## config.mk

```make
export PLATFORM = sky130hd
export DESIGN_NAME = lru_key_value_cache_top
export DESIGN_NICKNAME = d
export VERILOG_FILES = /design/src/rtl/lkvc_pkg.sv /design/src/rtl/lkvc_ram.sv /design/src/rtl/lkvc_ctrl.sv /design/src/rtl/lkvc_datapath.sv /design/src/rtl/lru_key_value_cache_top.sv
export SDC_FILE = /design/constraint.sdc
export NUM_CORES = 2
export LEC_CHECK = 0
export BUFFER_PORTS_ARGS = -buffer_cell sky130_fd_sc_hd__buf_2
export CAP_MARGIN = 40
export CORE_ASPECT_RATIO = 0.5
export CORE_MARGIN = 2
export CORE_UTILIZATION = 65
export CTS_CLUSTER_SIZE = 28
export DETAILED_ROUTE_END_ITERATION = 6
export PLACE_DENSITY = 0.83
export SLEW_MARGIN = 25
export SYNTH_ARGS = -nofsm -noshare
export SYNTH_HDL_FRONTEND = slang
export SYNTH_HIERARCHICAL = 1
export SYNTH_SLANG_ARGS = --single-unit
```

## constraint.sdc

```tcl
create_clock -name clk -period 8.2 [get_ports clk]
set_clock_uncertainty 0.1 [all_clocks]
set_input_delay 0.41 -clock clk [delete_from_list [all_inputs] [get_ports clk]]
set_output_delay 0.41 -clock clk [all_outputs]
set_load 0.03 [all_outputs]
```

## src/rtl/lkvc_pkg.sv

```systemverilog
package lkvc_pkg;

  // Fixed field widths.
  localparam int DATA_BITS = 32;
  localparam int CAP_BITS  = 5;

  // Configuration register indexes and reset values.
  localparam int                  REG_CAPACITY = 0;
  localparam logic [CAP_BITS-1:0] CAP_RESET    = 5'd16;

  // Result value returned by a get that misses.
  localparam logic [DATA_BITS-1:0] MISS_VALUE = 32'hFFFF_FFFF;

  // Commands from the controller to the datapath.
  typedef struct packed {
    logic capture;    // latch the accepted word
    logic match;      // register tag compare results
    logic read;       // read the value of the hit entry
    logic touch;      // make the hit entry most recent
    logic write_hit;  // overwrite the value of the hit entry
    logic evict;      // drop the least recent entry
    logic insert;     // place the new key in the lowest free slot
    logic load_out;   // load the result into the output register
  } cmd_t;

  // Status from the datapath to the controller.
  typedef struct packed {
    logic is_put;
    logic hit;
    logic need_evict;
    logic out_free;
  } status_t;

endpackage

```

## src/rtl/lkvc_ram.sv

```systemverilog
module lkvc_ram #(
  parameter int WIDTH = 32,
  parameter int DEPTH = 16
) (
  input  logic                     clk,
  input  logic                     we,
  input  logic [$clog2(DEPTH)-1:0] waddr,
  input  logic [WIDTH-1:0]         wdata,
  input  logic                     re,
  input  logic [$clog2(DEPTH)-1:0] raddr,
  output logic [WIDTH-1:0]         rdata
);

  logic [WIDTH-1:0] mem [DEPTH];

  // One write port and one registered read port.
  always_ff @(posedge clk) begin
    if (we) begin
      mem[waddr] <= wdata;
    end
    if (re) begin
      rdata <= mem[raddr];
    end
  end

endmodule

```

## src/rtl/lkvc_ctrl.sv

```systemverilog
module lkvc_ctrl (
  input  logic             clk,
  input  logic             rst,
  input  logic             in_valid,
  output logic             in_stall,
  input  lkvc_pkg::status_t status,
  output lkvc_pkg::cmd_t    cmd
);

  typedef enum logic [4:0] {
    S_IDLE   = 5'b00001,
    S_MATCH  = 5'b00010,
    S_ACT    = 5'b00100,
    S_INSERT = 5'b01000,
    S_DONE   = 5'b10000
  } state_t;

  state_t state;
  state_t state_next;

  always_ff @(posedge clk) begin
    if (rst) begin
      state <= S_IDLE;
    end else begin
      state <= state_next;
    end
  end

  // Sequencing of one request: compare, act on the entry, insert, hand over.
  always_comb begin
    state_next = state;
    cmd        = '0;
    in_stall   = 1'b1;
    case (state)
      S_IDLE: begin
        in_stall = 1'b0;
        if (in_valid) begin
          cmd.capture = 1'b1;
          state_next  = S_MATCH;
        end
      end
      S_MATCH: begin
        cmd.match  = 1'b1;
        state_next = S_ACT;
      end
      S_ACT: begin
        if (status.is_put) begin
          if (status.hit) begin
            cmd.write_hit = 1'b1;
            cmd.touch     = 1'b1;
            state_next    = S_DONE;
          end else begin
            cmd.evict  = status.need_evict;
            state_next = S_INSERT;
          end
        end else begin
          cmd.read   = status.hit;
          cmd.touch  = status.hit;
          state_next = S_DONE;
        end
      end
      S_INSERT: begin
        cmd.insert = 1'b1;
        state_next = S_DONE;
      end
      S_DONE: begin
        if (status.out_free) begin
          cmd.load_out = 1'b1;
          state_next   = S_IDLE;
        end
      end
      default: begin
        state_next = S_IDLE;
      end
    endcase
  end

endmodule

```

## src/rtl/lkvc_datapath.sv

```systemverilog
module lkvc_datapath #(
  parameter int NUM_ENTRIES = 16,
  parameter int KEY_BITS    = 32
) (
  input  logic                                   clk,
  input  logic                                   rst,
  input  logic [lkvc_pkg::CAP_BITS-1:0]          capacity,
  input  logic                                   req_type,
  input  logic signed [lkvc_pkg::DATA_BITS-1:0]  key,
  input  logic signed [lkvc_pkg::DATA_BITS-1:0]  value,
  input  lkvc_pkg::cmd_t                         cmd,
  output lkvc_pkg::status_t                      status,
  output logic                                   out_valid,
  input  logic                                   out_stall,
  output logic                                   hit,
  output logic signed [lkvc_pkg::DATA_BITS-1:0]  read_value
);

  localparam int IDX_BITS = $clog2(NUM_ENTRIES);
  localparam int CNT_BITS = $clog2(NUM_ENTRIES + 1);
  localparam int CMP_BITS = (CNT_BITS > lkvc_pkg::CAP_BITS) ? CNT_BITS : lkvc_pkg::CAP_BITS;

  // Request registers.
  logic                             is_put;
  logic [KEY_BITS-1:0]              key_r;
  logic [lkvc_pkg::DATA_BITS-1:0]   value_r;
  logic signed [63:0]               key_sx;

  // Entry state: valid bits, tags and recency ranks kept per entry.
  logic [NUM_ENTRIES-1:0]           entry_valid;
  logic [KEY_BITS-1:0]              entry_key [NUM_ENTRIES];
  logic [IDX_BITS-1:0]              recency_rank [NUM_ENTRIES];
  logic [CNT_BITS-1:0]              entry_count;

  // Registered compare results.
  logic                             hit_r;
  logic [IDX_BITS-1:0]              hit_idx;
  logic [IDX_BITS-1:0]              hit_rank;

  // Compare and search logic.
  logic [NUM_ENTRIES-1:0]           match_vec;
  logic [IDX_BITS-1:0]              match_idx;
  logic [IDX_BITS-1:0]              match_rank;
  logic [IDX_BITS-1:0]              victim_idx;
  logic [IDX_BITS-1:0]              free_idx;
  logic [CNT_BITS-1:0]              count_m1;
  logic [CMP_BITS-1:0]              cap_ext;
  logic [CMP_BITS-1:0]              eff_cap;

  // Value store.
  logic                             ram_we;
  logic [IDX_BITS-1:0]              ram_waddr;
  logic [lkvc_pkg::DATA_BITS-1:0]   ram_rdata;

  assign key_sx = 64'(key);

  // Tag compare in every entry, and the rank of the matching one.
  always_comb begin
    match_idx  = '0;
    match_rank = '0;
    for (int i = 0; i < NUM_ENTRIES; i++) begin
      match_vec[i] = entry_valid[i] && (entry_key[i] == key_r);
      if (match_vec[i]) begin
        match_rank = match_rank | recency_rank[i];
      end
    end
    for (int i = NUM_ENTRIES - 1; i >= 0; i--) begin
      if (match_vec[i]) begin
        match_idx = IDX_BITS'(i);
      end
    end
  end

  // Valid ranks always form 0 .. count-1, so the least recent entry holds count-1.
  assign count_m1 = entry_count - CNT_BITS'(1);

  always_comb begin
    victim_idx = '0;
    free_idx   = '0;
    for (int i = NUM_ENTRIES - 1; i >= 0; i--) begin
      if (entry_valid[i] && (recency_rank[i] == count_m1[IDX_BITS-1:0])) begin
        victim_idx = IDX_BITS'(i);
      end
      if (!entry_valid[i]) begin
        free_idx = IDX_BITS'(i);
      end
    end
  end

  // Capacity is clamped to the range 1 .. NUM_ENTRIES.
  assign cap_ext = CMP_BITS'(capacity);

  always_comb begin
    if (cap_ext == '0) begin
      eff_cap = CMP_BITS'(1);
    end else if (cap_ext > CMP_BITS'(NUM_ENTRIES)) begin
      eff_cap = CMP_BITS'(NUM_ENTRIES);
    end else begin
      eff_cap = cap_ext;
    end
  end

  assign status.is_put     = is_put;
  assign status.hit        = hit_r;
  assign status.need_evict = (CMP_BITS'(entry_count) >= eff_cap);
  assign status.out_free   = !out_valid || !out_stall;

  // Request and compare registers.
  always_ff @(posedge clk) begin
    if (cmd.capture) begin
      is_put  <= req_type;
      key_r   <= key_sx[KEY_BITS-1:0];
      value_r <= value;
    end
    if (cmd.match) begin
      hit_r    <= |match_vec;
      hit_idx  <= match_idx;
      hit_rank <= match_rank;
    end
  end

  // Valid bits and entry count.
  always_ff @(posedge clk) begin
    if (rst) begin
      entry_valid <= '0;
      entry_count <= '0;
    end else if (cmd.evict) begin
      entry_valid[victim_idx] <= 1'b0;
      entry_count             <= count_m1;
    end else if (cmd.insert) begin
      entry_valid[free_idx] <= 1'b1;
      entry_count           <= entry_count + CNT_BITS'(1);
    end
  end

  // Tags and ranks, updated in place by each entry.
  always_ff @(posedge clk) begin
    for (int i = 0; i < NUM_ENTRIES; i++) begin
      if (cmd.touch) begin
        if (IDX_BITS'(i) == hit_idx) begin
          recency_rank[i] <= '0;
        end else if (entry_valid[i] && (recency_rank[i] < hit_rank)) begin
          recency_rank[i] <= recency_rank[i] + IDX_BITS'(1);
        end
      end else if (cmd.insert) begin
        if (IDX_BITS'(i) == free_idx) begin
          entry_key[i]    <= key_r;
          recency_rank[i] <= '0;
        end else if (entry_valid[i]) begin
          recency_rank[i] <= recency_rank[i] + IDX_BITS'(1);
        end
      end
    end
  end

  // Values live in a RAM: written on put, read on a get that hits.
  assign ram_we    = cmd.write_hit || cmd.insert;
  assign ram_waddr = cmd.insert ? free_idx : hit_idx;

  lkvc_ram #(
    .WIDTH (lkvc_pkg::DATA_BITS),
    .DEPTH (NUM_ENTRIES)
  ) u_value_ram (
    .clk   (clk),
    .we    (ram_we),
    .waddr (ram_waddr),
    .wdata (value_r),
    .re    (cmd.read),
    .raddr (hit_idx),
    .rdata (ram_rdata)
  );

  // Output register holds the result word until it is taken.
  always_ff @(posedge clk) begin
    if (rst) begin
      out_valid <= 1'b0;
    end else if (cmd.load_out) begin
      out_valid <= 1'b1;
    end else if (!out_stall) begin
      out_valid <= 1'b0;
    end
  end

  always_ff @(posedge clk) begin
    if (cmd.load_out) begin
      hit <= hit_r;
      if (is_put) begin
        read_value <= '0;
      end else if (hit_r) begin
        read_value <= ram_rdata;
      end else begin
        read_value <= lkvc_pkg::MISS_VALUE;
      end
    end
  end

endmodule

```

## src/rtl/lru_key_value_cache_top.sv

```systemverilog
// Fully associative key-value cache with least-recently-used replacement.
// Each input word is a get (req_type 0) or a put (req_type 1) and yields one
// result word: hit tells whether the key was present, read_value carries the
// stored value on a get hit, -1 on a get miss and 0 on any put. The block
// works on one request at a time. The controller runs the tag compare, then
// a step that reads or writes the hit entry's value and makes it most recent,
// or that evicts the least recent entry at capacity; a put of a new key is then
// inserted, and the result is handed over. The value RAM has a write and a read
// port. A result waits in the output register while the next word is taken.
// The capacity register (address 0) limits the entries in use; 0 acts as 1 and
// values above NUM_ENTRIES act as NUM_ENTRIES. Reset empties the cache at once.
module lru_key_value_cache_top #(
  parameter int NUM_ENTRIES = 16,
  parameter int KEY_BITS    = 32
) (
  input  logic                                   clk,
  input  logic                                   rst,
  // Request channel.
  input  logic                                   in_valid,
  output logic                                   in_stall,
  input  logic                                   req_type,
  input  logic signed [lkvc_pkg::DATA_BITS-1:0]  key,
  input  logic signed [lkvc_pkg::DATA_BITS-1:0]  value,
  // Result channel.
  output logic                                   out_valid,
  input  logic                                   out_stall,
  output logic                                   hit,
  output logic signed [lkvc_pkg::DATA_BITS-1:0]  read_value,
  // Configuration port.
  input  logic                                   psel,
  input  logic                                   penable,
  input  logic                                   pwrite,
  input  logic [2:0]                             paddr,
  input  logic [31:0]                            pwdata,
  output logic [31:0]                            prdata,
  output logic                                   pready
);

  logic [lkvc_pkg::CAP_BITS-1:0] capacity;
  logic                          reg_sel;
  lkvc_pkg::cmd_t                cmd;
  lkvc_pkg::status_t             status;

  // Register decode on the word address.
  assign reg_sel = (paddr[2] == 1'(lkvc_pkg::REG_CAPACITY));
  assign pready  = 1'b1;

  always_ff @(posedge clk) begin
    if (rst) begin
      capacity <= lkvc_pkg::CAP_RESET;
    end else if (psel && penable && pwrite && pready && reg_sel) begin
      capacity <= pwdata[lkvc_pkg::CAP_BITS-1:0];
    end
  end

  assign prdata = reg_sel ? 32'(capacity) : '0;

  lkvc_ctrl u_ctrl (
    .clk      (clk),
    .rst      (rst),
    .in_valid (in_valid),
    .in_stall (in_stall),
    .status   (status),
    .cmd      (cmd)
  );

  lkvc_datapath #(
    .NUM_ENTRIES (NUM_ENTRIES),
    .KEY_BITS    (KEY_BITS)
  ) u_datapath (
    .clk        (clk),
    .rst        (rst),
    .capacity   (capacity),
    .req_type   (req_type),
    .key        (key),
    .value      (value),
    .cmd        (cmd),
    .status     (status),
    .out_valid  (out_valid),
    .out_stall  (out_stall),
    .hit        (hit),
    .read_value (read_value)
  );

endmodule

```

==> flow_summary.yaml <==
global_routing:
  track_usage_pct: 31.3
  busiest_layer: "met2"
  antenna_found_initial: 2
  grt.overflow.total: 0
  grt_pass1_vias: 30000
  grtUsageMet3_pct: 6.55
  globalRouteMet2Util_pct: 51.1
  grt_pass1_wl_um: 193000
  grt_max_degree: 110
  grtUsageMet1_pct: 41.8
pwr:
  p_per_area_nw_per_um2: 211
  cellLeakagePower_nw: 19.5
  p_total_mw: 12.6
  vdd_drop_max_v: 0.000195
synth:
  synth_compound_area_share_pct: 3.89
  synth_top_family_by_area: "XOR/XNOR gates"
  synth_edf_count: 1227
  ys_warn_count: 6
  synth_xor_area_share_pct: 10.5
  synth-simple-area-share_pct: 5.92
  synth_seq_cells: 1259
  yosysSeqAreaShare_pct: 70.2
  synthMuxAreaShare_pct: 5.55
  synth_ff_type: "edfxtp_1"
  netlist_area_um2: 53400
  synth-adder-area-share_pct: 1.66
  synth.distinct_cells: 78
  async_reset_ff_share_pct: 0
  synthCells: 3195
  syn_avg_cell_area_um2: 16.7
cts:
  clockRootBuffer: "clkbuf_16"
  clock_latency_ns: 0.72
  numCtsBuffers: 103
  clkTransAtPathRegs_ns: 0.07
  cts-resized-gates: 0
  cts_buffer_depth: 3
  h-tree-depth: 3
  cts.sinks: 1259
  postCtsSetupBuffers: 0
  cts_tree: "yes"
  cts_hold_buffers: 72
die:
  start_util_pct: 65.6
  die_w_um: 409
  die_h_um: 207
  die-area_um2: 84700
  io_pins: 175
  core_area_um2: 81500
  num_rows: 74
status:
  status: "finished clean"
drt:
  drtAntennaViolNets: 0
  firstDrtPassIters: 6
  drc_errors: 0
  vias: 30400
  drtIter0Drc: 4095
  via_per_inst: 6.58
  wirelength_um: 132000
  post_drt_wl_per_cell_um: 28.5
setup_path:
  critPathKind: "flop to flop"
  cp_data_required_time_ns: 8.46
  crit_fanout: 24
  start_kind: "flop"
  crit_arrival_ns: 4.80
  end_kind: "flop"
flow_run:
  drv_cap: 0
worst_hold_path:
  hold_path.class: "input pin to flop"
sta:
  timing.final.crit_share_pct: 55.4
  fmax_ghz: 0.220
  grt_setup_unrepaired: "no"
  fin_crit_ns: 4.54
  slew_headroom_pct: 37.4
  setup_tns_ns: 0
  hold_ws_ns: 0.122
  finalSetupViolations: 0
  tightest_slew_ns: 0.939
  hold_violations: 0
  slew_viol_final: 0
placed_design:
  gp_congestion: 0.989
  dp_hpwl_um: 70800
  io_buffers: 117
finish:
  drive_gt1_share_pct: 16.3
  area_growth_pct: 11.2
  layout.nets: 3622
  diodes: 0
-- cell type report --
class | instances | area (µm²)
flip-flops and latches | 1259 | 37500
inverters | 54 | 203
fillers | 4714 | 22100
clock inverters | 49 | 362
repair buffers | 298 | 2180
multi-input cells | 1728 | 15000
clock buffers | 138 | 2800
well taps | 1102 | 1380
-- cell usage after synthesis (28+ instances only) --
cell / number / share of area (%)
xnor2_1: 245 / 4.0
edfxtp_1: 1227 / 69
ha_1: 71 / 1.7
mux4_2: 128 / 5.4
buf_4: 53 / 0.74
nand2_1: 89 / 0.63
buf_2: 57 / 0.53
nor3_1: 28 / 0.26
a22oi_1: 78 / 1.1
nor2_1: 124 / 0.87
nand4_1: 75 / 0.88
nor2b_1: 47 / 0.55
dfxtp_1: 32 / 1.2
nand3_1: 51 / 0.48
xor2_1: 349 / 5.7
clkbuf_1: 45 / 0.32
nor4_1: 90 / 1.1
inv_1: 53 / 0.37
a21oi_1: 73 / 0.68
nand2b_1: 36 / 0.42
-- kinds of logic after synthesis --
family                   Yosys count
flip-flops                      1259
adder cells (fa/ha/maj)           71
buffers and inverters            234
XOR/XNOR                         610
AO/OA/AOI/OAI                    294
other                              2
multiplexers                     136
AND/OR/NAND/NOR                  589
-- routing by layer --
layer,up-vias,part of all wire [%]
li1,12700,-
met1,15300,37
met2,2065,48
met3,412,11
met4,4,4.5
met5,-,0.016
-- layout by cell type, fill, tap and decap left out, types with 7 or more instances in the layout --
| cell type | count |
|---|---|
| edfxtp_1 | 1227 |
| xor2_1 | 349 |
| xnor2_1 | 245 |
| mux4_2 | 128 |
| buf_2 | 118 |
| clkbuf_16 | 104 |
| buf_4 | 99 |
| nor2_1 | 94 |
| nor4_1 | 90 |
| nand2_1 | 89 |
| a22oi_1 | 78 |
| nand4_1 | 75 |
| a21oi_1 | 73 |
| dlygate4sd3_1 | 72 |
| ha_1 | 71 |
| inv_1 | 53 |
| nand3_1 | 51 |
| nor2b_1 | 44 |
| nand2b_1 | 36 |
| dfxtp_1 | 32 |
| conb_1 | 28 |
| clkbuf_1 | 27 |
| o21ai_0 | 26 |
| nor3_1 | 23 |
| a211oi_1 | 23 |
| clkinv_1 | 18 |
| clkinv_2 | 18 |
| a221oi_1 | 17 |
| a22o_1 | 16 |
| nor2_2 | 16 |
| o221ai_1 | 16 |
| nor2_4 | 14 |
| a311oi_1 | 10 |
| clkbuf_8 | 7 |
| xnor3_1 | 7 |
-- path summary, 6_finish.rpt --
kind	startpoint	endpoint	slack, ns	cells after the start
max	u_datapath/entry_valid[13]	u_datapath/u_value_ram/mem[2][14]	3.66	12
min	rst	u_datapath/entry_count[4]	0.12	2
max reg2reg	u_datapath/entry_valid[13]	u_datapath/u_value_ram/mem[2][14]	3.66	12
min reg2reg	capacity[0]	capacity[0]	0.40	2
-- sequential cells by signal, summed over array words and instances, names as in the netlist, 4 cells and up --
| signal | cells |
|---|---|
| u_datapath/entry_key | 512 |
| u_datapath/u_value_ram/mem | 512 |
| u_datapath/recency_rank | 64 |
| u_datapath/key_r | 32 |
| u_datapath/read_value | 32 |
| u_datapath/u_value_ram/rdata | 32 |
| u_datapath/value_r | 32 |
| u_datapath/entry_valid | 16 |
| capacity | 5 |
| u_ctrl/state | 5 |
| u_datapath/entry_count | 5 |
| u_datapath/hit_idx | 4 |
| u_datapath/hit_rank | 4 |
-- report_power, final --
part | leakage, nW | internal (mW) | switching, mW | total, mW
combinational | 6.75 | 0.206 | 0.396 | 0.602
sequential | 11.2 | 7.12 | 0.0687 | 7.19
clock | 1.55 | 2.50 | 2.25 | 4.76
total | 19.5 | 9.83 | 2.72 | 12.6
-- stage by stage --
stage / util, % / instance area (µm²) / setup WS [ns] / cells
after global routing: 72.9 / 59400 / 3.63 / 4628
after CTS: 72.9 / 59400 / 3.86 / 4625
after detailed placement: 68.1 / 55500 / 3.93 / 4366
after global placement: 68.0 / 55400 / 3.81 / 4359
final: 72.9 / 59400 / 3.66 / 4628
after floorplan: - / 53500 / 3.25 / 3221
-- worst max-delay path: stages (launching register included) --
cell and delay [ns]:
dfxtp_1 0.83, a21boi_0 0.19, o21ai_0 0.29, a21oi_1 0.11, o21a_1 0.27, o21ai_1 0.34
nand2_1 0.11, nand3_1 0.16, o21ai_0 0.21, buf_2 0.24, nand2b_1 0.34, nor2_4 0.46
buf_4 0.53
No activity file was read; power rests on OpenSTA's default activity.
